### src/mcpc_pkg.sv
// Shared constants, types and the fixed root table for the peak compressor.
package mcpc_pkg;

  localparam int LANES            = 8;
  localparam int IDX_W            = $clog2(LANES);
  localparam int DEF_MAX_CHANNELS = 8;
  localparam int DEF_SAMPLE_BITS  = 24;

  localparam int COEF_W = 25;
  localparam int CNT_W  = 4;
  localparam int CFG_W  = 25;
  localparam int ENV_W  = 32;
  localparam int GAIN_W = 23;

  localparam logic [1:0] CFG_ATTACK = 2'd0;
  localparam logic [1:0] CFG_DECAY  = 2'd1;
  localparam logic [1:0] CFG_COUNT  = 2'd2;

  localparam logic [COEF_W-1:0] COEF_ONE   = 25'd16777216;
  localparam logic [ENV_W-1:0]  ENV_RESET  = 32'd190941298;
  localparam logic [ENV_W-1:0]  ENV_LOW    = 32'd10737;
  localparam logic [ENV_W-1:0]  ENV_HIGH   = 32'd3395470;
  localparam logic [GAIN_W-1:0] GAIN_ONE   = 23'd65536;
  localparam logic [GAIN_W-1:0] GAIN_MAX   = 23'd5439488;

  localparam logic [31:0] LOG10_2_Q32 = 32'd1292913986;
  localparam logic [31:0] LOG2_10_Q28 = 32'd891723283;
  localparam logic [31:0] K3_Q24      = 32'd6442451;
  localparam logic [31:0] K2_Q24      = 32'd75833016;
  localparam logic [31:0] K1_Q24      = 32'd275146342;
  localparam logic [35:0] K0_Q28      = 36'd4563402752;

  // shared multiplier
  localparam int MUL_AW = 36;
  localparam int MUL_BW = 32;
  localparam int PROD_W = MUL_AW + MUL_BW;

  // divider for the high-level gain
  localparam int DIV_N_W   = 44;
  localparam int DIV_D_W   = 32;
  localparam int DIV_CNT_W = 6;

  localparam int FRAC_STEPS = 28;
  localparam int STEP_W     = 5;

  typedef struct packed {
    logic               done;
    logic [DIV_N_W-1:0] quot;
  } div_stat_t;

  typedef logic [31:0] root_tab_t [FRAC_STEPS];

  function automatic logic [63:0] isqrt64(input logic [63:0] a);
    logic [63:0] x;
    logic [63:0] res;
    logic [63:0] bit_v;
    x     = a;
    res   = 64'd0;
    bit_v = 64'h4000_0000_0000_0000;
    for (int i = 0; i < 32; i++) begin
      if (bit_v > x) bit_v = bit_v >> 2;
    end
    for (int i = 0; i < 32; i++) begin
      if (bit_v != 64'd0) begin
        if (x >= res + bit_v) begin
          x   = x - (res + bit_v);
          res = (res >> 1) + bit_v;
        end else begin
          res = res >> 1;
        end
        bit_v = bit_v >> 2;
      end
    end
    return res;
  endfunction

  // 2^(2^-k) in Q2.30, k = 1..28, each the floor root of the one before
  function automatic root_tab_t calc_roots();
    root_tab_t   t;
    logic [63:0] root;
    root = 64'h8000_0000;
    for (int k = 0; k < FRAC_STEPS; k++) begin
      root = isqrt64(root << 30);
      t[k] = root[31:0];
    end
    return t;
  endfunction

  localparam root_tab_t ROOTS = calc_roots();

endpackage

### src/mcpc_mul.sv
// Shared unsigned multiplier with a registered product.
module mcpc_mul
  import mcpc_pkg::*;
(
  input  logic              clk,
  input  logic [MUL_AW-1:0] a,
  input  logic [MUL_BW-1:0] b,
  output logic [PROD_W-1:0] p_r
);

  always_ff @(posedge clk) begin
    p_r <= PROD_W'(a) * PROD_W'(b);
  end

endmodule

### config.mk
export PLATFORM = sky130hd
export DESIGN_NAME = mcpc_mul
export DESIGN_NICKNAME = d
export VERILOG_FILES = /design/src/mcpc_pkg.sv /design/src/mcpc_mul.sv
export SDC_FILE = /design/constraint.sdc
export NUM_CORES = 2
export LEC_CHECK = 0
export BUFFER_PORTS_ARGS = -buffer_cell sky130_fd_sc_hd__buf_2
export CORE_MARGIN = 1.5
export CORE_UTILIZATION = 55
export CTS_BUF_LIST = sky130_fd_sc_hd__clkbuf_4 sky130_fd_sc_hd__clkbuf_8
export CTS_CLUSTER_SIZE = 28
export DETAILED_ROUTE_END_ITERATION = 16
export PLACE_DENSITY = 0.8
export RECOVER_POWER = 50
export SLEW_MARGIN = 20
export SYNTH_ARGS = -nofsm -noshare
export SYNTH_HDL_FRONTEND = slang
export SYNTH_SLANG_ARGS = --single-unit
### constraint.sdc
create_clock -name clk -period 16.85 [get_ports clk]
set_input_delay 0.8425 -clock clk [delete_from_list [all_inputs] [get_ports clk]]
set_output_delay 0.8425 -clock clk [all_outputs]
set_load 0.05 [all_outputs]
==> metrics.md <==
| Metric | Value |
|---|---|
| Outcome | finished, violations left |
| Synth cell types | 56 |
| Mean Syn Cell Area | 9.08 um^2 |
| Slack of the critical path | around 7.6 ns |
| RSZ-0062 raised after global routing | false |
| Drt first pass iters | 6 |
| Number of synthesized register bits | a little under 70 |
| Synth Net Count | about 5500 |
| Total Die Area | roughly 70000 um^2 |
| Post-Syn Area | ~38000 um^2 |
| Initial antenna violation count | 6 |
| Worst EP required | about 17 ns |
| Critical Path AT | 9.49 ns |
| Routability cong. | 0.905 |
| Yosys warnings | 0 |
| Slew @ Worst Pin | about 1.8 ns |
| Min Tclk post-route | slightly above 9 ns |
| Regs by FF count | p_r (68) |
| Reg clk slew, reported paths | approximately 0.1 ns |
| DR vias | around 28000 |
| Mapped Cells | between 4000 and 5000 |
| Largest net degree at the start of global routing | 37 |
| Startpoint types | primary input |
| Fmax achieved | 0.109 GHz |
| GR Overflow Total | 0 |
| Nets | roughly 5400 |
| Fin. max-slew vios | 37 |
| Crit path top cell by count | fa_1 |
| Vias in the first global route | ~31000 |
| DR WL/cell | about 20 um |
| Most common cell after layout, fill and taps aside | fa_1 |
| Gates resized, CTS repair | 0 |
| Avg Vias per Cell | approximately 5.6 |
| Total routed wirelength | approximately 100000 um |
| Worst-path fanout max | 36 |
| Cell Rows | between 90 and 100 |
| Max-Cap Viols | 1 |
| WS Path Type | in2reg |
| Largest reg by FF count | p_r |
| PortBufs | 136 |
| Hold Vio Cnt, Final | 0 |
| # clock sinks | 68 |
| Residual DRC count | 0 |
| Starting Density | a little under three fifths |
| Layout cells sized above 1 | under 10% |
| Placeable Area | 68500 um^2 |
| Hold Path Class | in2reg |
| Routed Antenna Nets | 0 |
| Post CTS Setup Buffer Count | 0 |
| # IOs | approximately 140 |
| Crit. End Element | register |
| Tcrit/Tclk final | 54.7% |
| CTS Buf Count | 9 |
| First-pass GRT wire length | around 160000 um |
| Setup TNS Final | 0 ns |
| Primary FF master, synth | dfxtp_1 |
| Final setup violating endpoints | 0 |
| Die width | 266 um |
| Max reg flops | ~70 |
| CTS H-tree lvls | 3 |
| Post-synth ARST share | 0% |
| Most frequent cells in the layout | 1016 x fa_1, 981 x inv_1, 722 x nand2_1 |
| TritonCTS clock tree | yes |
| Clock buffer depth | 2 |
| Total GRT Usage | approximately 30% |
| Hold Crit Depth | 3 |
| Cts hold-fix bufs | 0 |
| Sequential fraction of the synthesis area | 3.59% |
| Violated checks | max-capacitance violations, max-slew violations |
| Number of enable flip-flop cells after synthesis | 0 |
| Worst slack, placed | 7.55 ns |
| Die span in y | roughly 270 um |
| Max_slew headroom | -21.5% |
| Root Driver | clkbuf_8 |
| Crit-path max cell delay | about 0.83 ns |
| Layout area overhead | 2.79% |
| Initial DRC count | about 2000 |
| Slowest stage cell, crit path | nor4_1 |
| Final HPWL from detailed placement | about 78000 um |
-- layer usage --
layer / vias to the layer above / share of wire (%) / track usage, %
met5: - / 0.019 / 0
met4: 4 / 7.5 / 19.2
met3: 381 / 7.6 / 3.98
met2: 1387 / 50 / 50.9
met1: 14500 / 35 / 35.1
li1: 11800 / - / -
-- kinds of logic (layout without fill, tap and decap cells) --
| logic type | Yosys count | in the layout | share of synthesized area [%] |
|---|---|---|---|
| compound gates | 219 | 219 | 3.74 |
| xor+xnor | 65 | 65 | 1.50 |
| fa+ha+maj | 1283 | 1283 | 62.4 |
| buf+inv | 1228 | 1143 | 12.2 |
| flops | 68 | 68 | 3.59 |
| other cells | 0 | 1 | 0 |
| simple gates | 1317 | 1317 | 16.6 |
-- critical path, delay by kind of cell --
family | cells | cell delay (ns)
adders and majority gates | 9 | 4.55
and+or+nand+nor | 6 | 1.83
xor gates and xnor gates | 1 | 0.15
AOI/OAI and AO/OA | 4 | 1.14
buffers and inverters | 6 | 0.97
-- path summary, 6_finish.rpt --
kind,startpoint,to,slack (ns)
hold / removal,a[0],p_r[0],1.08
setup / recovery,b[8],p_r[64],7.63
-- synth_stat cells (3+ instances only) --
cell,instances,area (um^2)
xnor2_1,41,359
fa_1,1016,20300
nor2_1,37,139
a221oi_1,3,26.3
nand2_1,722,2710
a31oi_1,7,43.8
ha_1,267,3340
nand3_1,11,55.1
o21bai_1,8,60.1
a21o_1,25,188
clkbuf_1,233,875
a21oi_1,73,365
nor3_1,12,60.1
dfxtp_1,68,1360
a211oi_1,9,67.6
inv_1,981,3680
nand4_1,18,113
o21a_1,8,60.1
and3_1,6,37.5
o21ai_0,23,115
o31ai_1,3,22.5
o21ai_1,23,115
buf_1,4,15.0
or3_1,3,18.8
xor2_1,24,210
o211ai_1,6,45.0
nor4_1,5,31.3
nor2b_1,6,37.5
and2_1,491,3070
buf_2,10,50.1
-- per-stage QoR --
step | cell area, um^2 | util [%] | hold WS, ns | instances
2_1_floorplan | 38000 | - | 1.09 | 4180
3_3_place_gp | 38900 | 56.8 | 1.31 | 4961
3_5_place_dp | 38900 | 56.8 | 1.31 | 4961
4_1_cts | 39100 | 57.1 | 1.04 | 4977
5_1_grt | 39000 | 57.0 | 1.06 | 4978
6_report | 39000 | 57.0 | 1.08 | 4978
-- layout make-up --
class | instances | area, um^2
sequential | 68 | 1360
clock buffer | 10 | 131
inverter | 981 | 3680
timing repair buffer | 146 | 672
clock inverter | 6 | 88.8
multi-input combinational | 2884 | 32000
antenna | 1 | 2.50
tap | 882 | 1100
fill | 5926 | 29400
Power is left out: the tool's default activity adds up to more than one toggle a clock period on the data nets, which glitch-free logic cannot reach.
