## src/mcpc_pkg.sv

```systemverilog
// Shared constants, types and the fixed root table for the peak compressor.
package mcpc_pkg;

  localparam int LANES            = 8;
  localparam int IDX_W            = $clog2(LANES);
  localparam int DEF_MAX_CHANNELS = 8;
  localparam int DEF_SAMPLE_BITS  = 24;

  localparam int COEF_W = 25;
  localparam int CNT_W  = 4;
  localparam int CFG_W  = 25;
  localparam int ENV_W  = 32;
  localparam int GAIN_W = 23;

  localparam logic [1:0] CFG_ATTACK = 2'd0;
  localparam logic [1:0] CFG_DECAY  = 2'd1;
  localparam logic [1:0] CFG_COUNT  = 2'd2;

  localparam logic [COEF_W-1:0] COEF_ONE   = 25'd16777216;
  localparam logic [ENV_W-1:0]  ENV_RESET  = 32'd190941298;
  localparam logic [ENV_W-1:0]  ENV_LOW    = 32'd10737;
  localparam logic [ENV_W-1:0]  ENV_HIGH   = 32'd3395470;
  localparam logic [GAIN_W-1:0] GAIN_ONE   = 23'd65536;
  localparam logic [GAIN_W-1:0] GAIN_MAX   = 23'd5439488;

  localparam logic [31:0] LOG10_2_Q32 = 32'd1292913986;
  localparam logic [31:0] LOG2_10_Q28 = 32'd891723283;
  localparam logic [31:0] K3_Q24      = 32'd6442451;
  localparam logic [31:0] K2_Q24      = 32'd75833016;
  localparam logic [31:0] K1_Q24      = 32'd275146342;
  localparam logic [35:0] K0_Q28      = 36'd4563402752;

  // shared multiplier
  localparam int MUL_AW = 36;
  localparam int MUL_BW = 32;
  localparam int PROD_W = MUL_AW + MUL_BW;

  // divider for the high-level gain
  localparam int DIV_N_W   = 44;
  localparam int DIV_D_W   = 32;
  localparam int DIV_CNT_W = 6;

  localparam int FRAC_STEPS = 28;
  localparam int STEP_W     = 5;

  typedef struct packed {
    logic               done;
    logic [DIV_N_W-1:0] quot;
  } div_stat_t;

  typedef logic [31:0] root_tab_t [FRAC_STEPS];

  function automatic logic [63:0] isqrt64(input logic [63:0] a);
    logic [63:0] x;
    logic [63:0] res;
    logic [63:0] bit_v;
    x     = a;
    res   = 64'd0;
    bit_v = 64'h4000_0000_0000_0000;
    for (int i = 0; i < 32; i++) begin
      if (bit_v > x) bit_v = bit_v >> 2;
    end
    for (int i = 0; i < 32; i++) begin
      if (bit_v != 64'd0) begin
        if (x >= res + bit_v) begin
          x   = x - (res + bit_v);
          res = (res >> 1) + bit_v;
        end else begin
          res = res >> 1;
        end
        bit_v = bit_v >> 2;
      end
    end
    return res;
  endfunction

  // 2^(2^-k) in Q2.30, k = 1..28, each the floor root of the one before
  function automatic root_tab_t calc_roots();
    root_tab_t   t;
    logic [63:0] root;
    root = 64'h8000_0000;
    for (int k = 0; k < FRAC_STEPS; k++) begin
      root = isqrt64(root << 30);
      t[k] = root[31:0];
    end
    return t;
  endfunction

  localparam root_tab_t ROOTS = calc_roots();

endpackage

```

## src/mcpc_div.sv

```systemverilog
// Restoring divider, one quotient bit per cycle.
module mcpc_div
  import mcpc_pkg::*;
(
  input  logic               clk,
  input  logic               rst_n,
  input  logic               start,
  input  logic [DIV_N_W-1:0] dividend,
  input  logic [DIV_D_W-1:0] divisor,
  output div_stat_t          stat
);

  logic                 busy_r;
  logic                 done_r;
  logic [DIV_CNT_W-1:0] cnt_r;
  logic [DIV_D_W:0]     rem_r;
  logic [DIV_N_W-1:0]   quo_r;
  logic [DIV_D_W-1:0]   div_r;

  logic [DIV_D_W:0]     rem_sh;
  logic                 qbit;
  logic [DIV_D_W:0]     rem_nxt;

  always_comb begin
    rem_sh  = {rem_r[DIV_D_W-1:0], quo_r[DIV_N_W-1]};
    qbit    = rem_sh >= {1'b0, div_r};
    rem_nxt = qbit ? rem_sh - {1'b0, div_r} : rem_sh;
  end

  always_ff @(posedge clk) begin
    if (!rst_n) begin
      busy_r <= 1'b0;
      done_r <= 1'b0;
      cnt_r  <= '0;
    end else begin
      done_r <= 1'b0;
      if (start) begin
        busy_r <= 1'b1;
        cnt_r  <= '0;
      end else if (busy_r) begin
        cnt_r <= cnt_r + 1'b1;
        if (cnt_r == DIV_CNT_W'(DIV_N_W - 1)) begin
          busy_r <= 1'b0;
          done_r <= 1'b1;
        end
      end
    end
  end

  always_ff @(posedge clk) begin
    if (start) begin
      rem_r <= '0;
      quo_r <= dividend;
      div_r <= divisor;
    end else if (busy_r) begin
      rem_r <= rem_nxt;
      quo_r <= {quo_r[DIV_N_W-2:0], qbit};
    end
  end

  assign stat.done = done_r;
  assign stat.quot = quo_r;

endmodule

```

## config.mk

```make
export PLATFORM = sky130hd
export DESIGN_NAME = mcpc_div
export DESIGN_NICKNAME = d
export VERILOG_FILES = /design/src/mcpc_pkg.sv /design/src/mcpc_div.sv
export SDC_FILE = /design/constraint.sdc
export NUM_CORES = 1
export LEC_CHECK = 0
export BUFFER_PORTS_ARGS = -buffer_cell sky130_fd_sc_hd__buf_2
export CORE_MARGIN = 2
export CORE_UTILIZATION = 50
export CTS_CLUSTER_SIZE = 20
export DETAILED_ROUTE_END_ITERATION = 8
export PLACE_DENSITY = 0.8
export REMOVE_ABC_BUFFERS = 1
export SYNTH_ARGS = -nofsm -noshare
export SYNTH_HDL_FRONTEND = slang
export SYNTH_SLANG_ARGS = --single-unit
```

## constraint.sdc

```tcl
create_clock -name clk -period 3.3 [get_ports clk]
set_clock_uncertainty 0.2 [all_clocks]
set_input_delay 0.33 -clock clk [delete_from_list [all_inputs] [get_ports clk]]
set_output_delay 0.33 -clock clk [all_outputs]
set_load 0.005 [all_outputs]
```

==> results by stage, run 1 <==
Outcome:
- The flow ran to the end, and the final reports show no timing, DRC or antenna violations.

Synthesis:
- The cell count after synthesis came out at 616.
- Among all cell types in the netlist, the one instantiated most often is sky130_fd_sc_hd__edfxtp_1.
- In the post-synthesis netlist, the biggest area contributors are sky130_fd_sc_hd__edfxtp_1 (35%), sky130_fd_sc_hd__dfxtp_1 (12%), sky130_fd_sc_hd__mux2_2 (7.7%), sky130_fd_sc_hd__ha_1 (6.3%), sky130_fd_sc_hd__mux2i_1 (4.3%).
- Synthesis instantiated 63 different standard cells from the library.
- For this run, asynchronously set or reset flops after synthesis account for 0.
- The average cell area after synthesis is 10.7 sq um.
- By count the netlist is led by sky130_fd_sc_hd__edfxtp_1 (76), sky130_fd_sc_hd__nor2_1 (50), sky130_fd_sc_hd__mux2_2 (45).
- The share of the synthesized area in the top cell type is 0.347.
- The netlist area before placement is 0.00657 sq mm.
- The synthesized design spends more area on one cell type than any other, namely sky130_fd_sc_hd__edfxtp_1.
- The most used flip-flop cell after synthesis is sky130_fd_sc_hd__edfxtp_1.
- The sequential fraction of the synthesis area is 0.469.
- The number of enable-type register cells in the synthesized netlist is 76.
- During synthesis, Yosys emitted a total of 0 warnings.
- In this run, synthesis produced a sequential element count of 116.

Critical path:
- The worst register-to-register path has a depth of 9.
- For the worst setup path, the data arrival time is 3.23 ns.
- The worst endpoint required time is 3.41 ns.
- The worst setup path is launched from a register.
- The worst setup path is captured at a register.
- The critical path class is reg -> reg.
- The biggest fanout along the worst timing path is 8.

Worst hold path:
- The tightest min-delay check is of the in -> reg type.
- The number of cells on the worst hold path is 2.

Pwr:
- Of the total power, the share spent switching nets is 0.268.
- The switching power is 1.22 mW.
- The power density normalized to cell area is 533 mW/mm^2.
- The part of the total power dissipated in the clock network is 0.433.
- The part of the total power dissipated in combinational logic is 0.183.
- The static leakage is 3.83 nW.
- IR analysis of the VDD net gives a maximum drop of 0.367 mV.
- Of the total power, registers draw 0.384.
- The internal cell power is 3.34 mW.

Place:
- The minimum setup slack after placement is 0.156 ns.
- At the end of routability-driven placement, the weighted congestion stood at 0.915.
- The detailed placer's ending HPWL is 11300 um.
- The number of I/O port buffers is 123.

Floorplanning:
- During I/O placement, the number of pins put on the boundary was 124.
- Row generation in the floorplan step produced 41 rows.
- From bottom edge to top edge, the die measures 119 um.
- The die covers 0.0141 sq mm.
- The core region is 0.0127 sq mm.
- The die outline width is 119 um.
- The effective utilization at floorplan is 0.516.

Detailed routing:
- The total vias in the final route is 5465.
- After detailed routing, the number of remaining DRC violations is 0.
- The ratio of routed vias to standard cells is 5.58.
- The detailed router's first-iteration violation count is 280.
- The average routed wire per standard cell is 17.5 um.
- The final layout contains routed wiring with a total length of 17100 um.
- The first detailed-routing pass took 7 iterations.
- In this run the remaining antenna-violating nets after routing total 0.

CTS:
- The buffer levels on the longest clock path is 2.
- TritonCTS built the clock tree.
- In this run, CTS created clock tree buffers numbering 17.
- The number of clock sinks is 116.
- In this run the number of H-tree levels came out at 4.
- At the later pin of the worst-skew pair, clock insertion delay measures 0.42 ns.
- The root buffer cell chosen for the clock tree is sky130_fd_sc_hd__clkbuf_16.
- After clock tree synthesis, the clock-pin slew on the worst setup and hold paths is 0.06 ns.

Global route:
- The total overflow left after global routing is 0.
- For this run, the total global-route usage over all layers was measured as 0.248.
- The via count of the first global-routing pass is 5661.
- The first global-routing pass estimated 27700 um of wire.
- The largest net degree at the start of global routing is 69.
- The number of antenna violations at the first check in global routing was 0.

STA:
- The final max-slew violation count is 0.
- For this run, the top clock speed supported by timing is 321 MHz.
- In this run the tightest slew margin relative to its limit is 0.621.
- Setup repair after global routing left no endpoint under its margin.
- At the pin with the least slew margin, the transition time is 0.568 ns.
- The final count of negative-setup-slack endpoints is 0.
- The number of endpoints with negative hold slack in the final report is 0.
- The smallest setup slack after layout is 0.184 ns.
- Counting I/O delays and the setup requirement, the final critical path takes 3.12 ns.
- Of the available clock period, the critical path in the final layout requires 0.944.

Final layout:
- The number of inserted filler cells in the final layout is 937.
- 0 antenna diodes ended up in the layout.
- The number of nets in the finished design is 907.
- Compared with the post-synthesis result, the final layout area differs by 30.4%.
- The share of final-layout standard cells stronger than drive strength 1 is 0.280.
- The final core area utilization is 0.673.

Job:
- The tool flagged a number of max-cap violations equal to 0.
[sequential cells by signal, summed over array words and instances (netlist names)]
name    cells
quo_r      44
div_r      32
rem_r      32
cnt_r       6
busy_r      1
done_r      1
[worst max-delay path, cell delays in order, from the launching register on]
cell and delay, ns:
sky130_fd_sc_hd__edfxtp_1 0.32, sky130_fd_sc_hd__inv_1 0.05, sky130_fd_sc_hd__ha_1 0.38, sky130_fd_sc_hd__and3_1 0.29, sky130_fd_sc_hd__and2_1 0.23, sky130_fd_sc_hd__and3_1 0.23
sky130_fd_sc_hd__a311oi_1 0.36, sky130_fd_sc_hd__a31o_4 0.29, sky130_fd_sc_hd__mux2_2 0.34, sky130_fd_sc_hd__a221o_1 0.30
[placed cells by master (no fill, tap or decap), types with 6 or more instances in the layout]
master                          instances
sky130_fd_sc_hd__buf_2                122
sky130_fd_sc_hd__edfxtp_1              76
sky130_fd_sc_hd__nor2_1                50
sky130_fd_sc_hd__dlygate4sd3_1         50
sky130_fd_sc_hd__mux2_2                45
sky130_fd_sc_hd__inv_1                 43
sky130_fd_sc_hd__dfxtp_1               40
sky130_fd_sc_hd__nand2_1               38
sky130_fd_sc_hd__ha_1                  33
sky130_fd_sc_hd__a21oi_1               32
sky130_fd_sc_hd__mux2i_1               28
sky130_fd_sc_hd__a211oi_1              24
sky130_fd_sc_hd__o21ai_0               21
sky130_fd_sc_hd__clkbuf_16             17
sky130_fd_sc_hd__xnor2_1               16
sky130_fd_sc_hd__a21o_1                14
sky130_fd_sc_hd__buf_4                 13
sky130_fd_sc_hd__xor2_1                12
sky130_fd_sc_hd__nor3_1                 9
sky130_fd_sc_hd__nand3_1                8
sky130_fd_sc_hd__nand2b_1               8
sky130_fd_sc_hd__or3_1                  7
sky130_fd_sc_hd__nand4_1                6
sky130_fd_sc_hd__nor2b_1                6
sky130_fd_sc_hd__and3_1                 6
sky130_fd_sc_hd__o21a_1                 6
[final timing paths]
kind                to         start  slack [ns]
min          quo_r[25]  dividend[25]        0.01
max reg2reg  rem_r[26]     div_r[29]        0.18
max          rem_r[26]     div_r[29]        0.18
min reg2reg  rem_r[28]     rem_r[28]        0.29
[routing by layer]
layer,vias to the layer above,share of wire,track usage
li1,2643,-,-
met1,2596,0.43,0.299
met2,204,0.50,0.422
met3,22,0.061,0.0714
met4,0,0.014,0.0878
met5,-,0,0
[metrics by stage]
step                      setup TNS [ns]  area, sq um  instances  hold slack [ns]  power (mW)
after floorplan                    -5.55         6430        587            0.202        2.26
after global placement                 0         7400        897            0.268        2.52
after detailed placement               0         7400        897            0.282        2.54
after CTS                              0         8530        979         0.000509        4.57
after global routing                   0         8570        979          0.00110        4.75
final                                  0         8570        979           0.0142        4.57
[cell type report]
type / instances / area [sq um] / area share
multi-input combinational: 428 / 3220 / 0.376
sequential: 116 / 3080 / 0.360
timing repair buffer: 188 / 1260 / 0.147
clock buffer: 17 / 425 / 0.0497
tap: 172 / 215 / 0.0251
clock inverter: 15 / 204 / 0.0238
inverter: 43 / 161 / 0.0188
[cells by family (layout without fill, tap and decap cells)]
kind of cell             Yosys count  after routing  synth area share
AO/OA/AOI/OAI                    144            144             0.155
XOR/XNOR                          28             28            0.0373
adder cells (fa/ha/maj)           34             34            0.0659
buffers and inverters             72            263            0.0451
flip-flops                       116            116             0.469
multiplexers                      73             73             0.120
AND/OR/NAND/NOR                  149            149             0.107
[power by group through the flow]
stage	Clock (mW)	Combinational (mW)	Sequential (mW)
after global placement	0	0.748	1.77
after CTS	2.00	0.817	1.75
after detailed placement	0	0.767	1.77
final	1.98	0.835	1.75
after global routing	2.06	0.920	1.76
after floorplan	0	0.488	1.77
[what timing repair did]
item,in CTS,in global routing
resized for setup,0,7
endpoints found under the hold margin,50,0
setup buffers,0,0
endpoints found under the setup margin,0,16
hold buffers,50,0
Power figures use the tool's default switching activity.
==> run 2: changes to the inputs <==
--- a/config.mk
+++ b/config.mk
@@ -7,10 +7,10 @@
 export LEC_CHECK = 0
 export BUFFER_PORTS_ARGS = -buffer_cell sky130_fd_sc_hd__buf_2
 export CORE_MARGIN = 2
-export CORE_UTILIZATION = 50
+export CORE_UTILIZATION = 45
 export CTS_CLUSTER_SIZE = 20
 export DETAILED_ROUTE_END_ITERATION = 8
-export PLACE_DENSITY = 0.8
+export PLACE_DENSITY = 0.74
 export REMOVE_ABC_BUFFERS = 1
 export SYNTH_ARGS = -nofsm -noshare
 export SYNTH_HDL_FRONTEND = slang
==> results by stage, run 2 (synthesis gave the netlist of run 1 again) <==
Pwr:
- The worst-case vdd ir drop is 0.407 mV.
- The static leakage is 3.79 nW.
- Dividing total power by cell area gives a power density of 528 mW/mm^2.
- The design draws 4.48 mW.

Final layout:
- The largest registers in the layout are quo_r (44), div_r (32), rem_r (32).
- For this run, the post-layout net count is 902.
- The register with the most flip-flops in the layout has 44 of them.
- The share of final-layout standard cells stronger than drive strength 1 is 0.293.
- Summing all flip-flop and latch instances after layout gives 0.00308 sq mm.
- The number of antenna repair diodes is 0.
- The most frequent standard cell in the layout excluding fill and tap cells is sky130_fd_sc_hd__buf_2.
- Compared with the post-synthesis result, the final layout area differs by 29.1%.
- The multi-input combinational cells in the finished layout cover a total of 0.00323 sq mm.
- Ranked by flip-flop count, first place goes to quo_r.
- The library cells used most frequently in the layout, excluding fill and tap cells, are sky130_fd_sc_hd__buf_2 (122), sky130_fd_sc_hd__edfxtp_1 (76), sky130_fd_sc_hd__nor2_1 (50).
- The final core area utilization is 0.588.
- The filler cells instantiated in the layout total 1205.

Global route:
- The via count of the first global-routing pass was 5428.
- Summed over all layers, the global routing overflow is 0.
- The largest net degree at the start of global routing is 46.
- The global-route total usage across every layer is 0.214.
- The number of antenna violations at the first check in global routing is 0.
- The global-route wire length before repair is 26600 um.

Critical path:
- The worst endpoint required time is 3.42 ns.
- The worst setup path is launched from a register.
- The source of the critical timing path is div_r[24].
- The type of element capturing the critical path is a register.
- The worst flop-to-flop path startpoint is div_r[24].
- For the worst setup path, the data arrival time is 3.29 ns.
- The biggest fanout along the worst timing path is 8.
- The critical path class is reg -> reg.

Detailed routing:
- In the final routing, the length of wire on met1 measures 7230 um.
- The remaining antenna violation count is 0.
- The remaining design rule violation count is 0.
- The highest layer touched by signal routing is met4.
- Wire segments on met2 add up to 7900 um in the final route.
- The detailed-route wire length is 16400 um.
- The detailed router's first-iteration violation count is 289.
- After detailed routing, the number of vias per cell comes to 5.42.
- The iteration count of the initial detailed-routing pass is 5.
- The total vias in the final route is 5340.
- The average routed wire per standard cell is 16.6 um.
- The met3 layer wire length in the routed design is 1070 um.

CTS:
- The clock latency on the worst-skew pair is 0.42 ns.
- The tree is rooted in a sky130_fd_sc_hd__clkbuf_16.
- TritonCTS built the clock tree.
- The number of H-tree levels is 4.
- Clock-pin slew was measured on the worst setup and hold paths at 0.06 ns.
- CTS saw 116 sinks.
- Counting along the longest clock path gives a buffer depth of 2.
- The clock buffer count from CTS is 17.

Job:
- Across the run, the number of max-cap violations was 0.

STA:
- The worst hold margin is 0.0153 ns.
- The smallest setup slack after layout is 0.126 ns.
- The smallest clock period supported by the final layout is computed as 3.17 ns.
- The slew at the pin with the worst max-slew slack is 0.567 ns.
- Measured against its own limit, the worst slew margin works out to 0.622.
- The number of endpoints with negative hold slack in the final report is 0.
- The share of the clock period used by the worst path after layout is 0.962.
- Setup violations remaining at the end of the flow were counted as 0.
- The top achievable clock speed is 315 MHz.
- The final max-slew violation count is 0.

Place:
- The detailed placer's ending HPWL is 11700 um.
- The minimum setup slack after placement is 0.0659 ns.
- The final weighted congestion of routability-driven global placement is 0.915.
- Buffers placed on the I/O ports in this run total 123.

Floorplanning:
- For this configuration, the core starts out at a cell density of 0.455.
- In this run the standard cell core region covers 0.0144 sq mm.
- The die outline width is 125 um.
- The number of top-level design ports is 124.
- The die covers 0.0156 sq mm.
- The number of rows created at floorplan is 44.
- The overall die height is 125 um.

Outcome:
- The flow ran to the end, and the final reports show no timing, DRC or antenna violations.

Worst hold path:
- The startpoint identified for the worst hold timing path is dividend[25].
- The worst min-delay path category is in -> reg.
[run 2: final timing paths]
| kind | endpoint | slack, ns | cells after the start |
|---|---|---|---|
| worst max-delay path | rem_r[0] | 0.13 | 10 |
| worst min-delay path | quo_r[25] | 0.02 | 2 |
| worst max register to register | rem_r[0] | 0.13 | 10 |
| worst min register to register | done_r | 0.28 | 2 |
[run 2: routing by layer]
metal  global-route usage  up-vias
li1                     -     2635
met1                0.269     2508
met2                0.353      185
met3               0.0670       12
met4               0.0647        0
met5                    0        -
[run 2: per-stage QoR]
stage	TNS [ns]	area, sq um	std cells
after global routing	-0.00658	8480	986
after detailed placement	0	7420	912
after global placement	0	7420	912
after floorplan	-5.55	6430	587
after CTS	0	8420	984
final	0	8480	986
[run 2: power breakdown]
part	total [mW]	leakage [nW]	switching, mW	internal [mW]
Combinational	0.821	2.41	0.437	0.384
Sequential	1.75	1.08	0.0667	1.68
Clock	1.91	0.294	0.712	1.19
Total	4.48	3.79	1.22	3.26
[run 2: critical path, stage by stage (launching register included)]
cell and delay [ns]:
sky130_fd_sc_hd__edfxtp_1 0.32, sky130_fd_sc_hd__inv_1 0.06, sky130_fd_sc_hd__ha_2 0.41, sky130_fd_sc_hd__nand4_1 0.20, sky130_fd_sc_hd__or3_4 0.40, sky130_fd_sc_hd__a2111oi_4 0.40
sky130_fd_sc_hd__o21ai_2 0.11, sky130_fd_sc_hd__a31o_4 0.27, sky130_fd_sc_hd__buf_4 0.16, sky130_fd_sc_hd__mux2_2 0.27, sky130_fd_sc_hd__a211oi_1 0.27
[run 2: area by class of cell]
cell class,instances,area share
repair buffers,183,0.138
clock buffers,17,0.0502
multi-input cells,428,0.381
well taps,184,0.0272
clock inverters,15,0.0212
flip-flops and latches,116,0.364
inverters,43,0.0190
[run 2: repair_timing]
item                                    CTS  global route
buffers inserted                          0             2
resized for setup                         0            12
endpoints found under the hold margin    40             0
endpoints found under the setup margin    0            26
hold buffers                             40             0
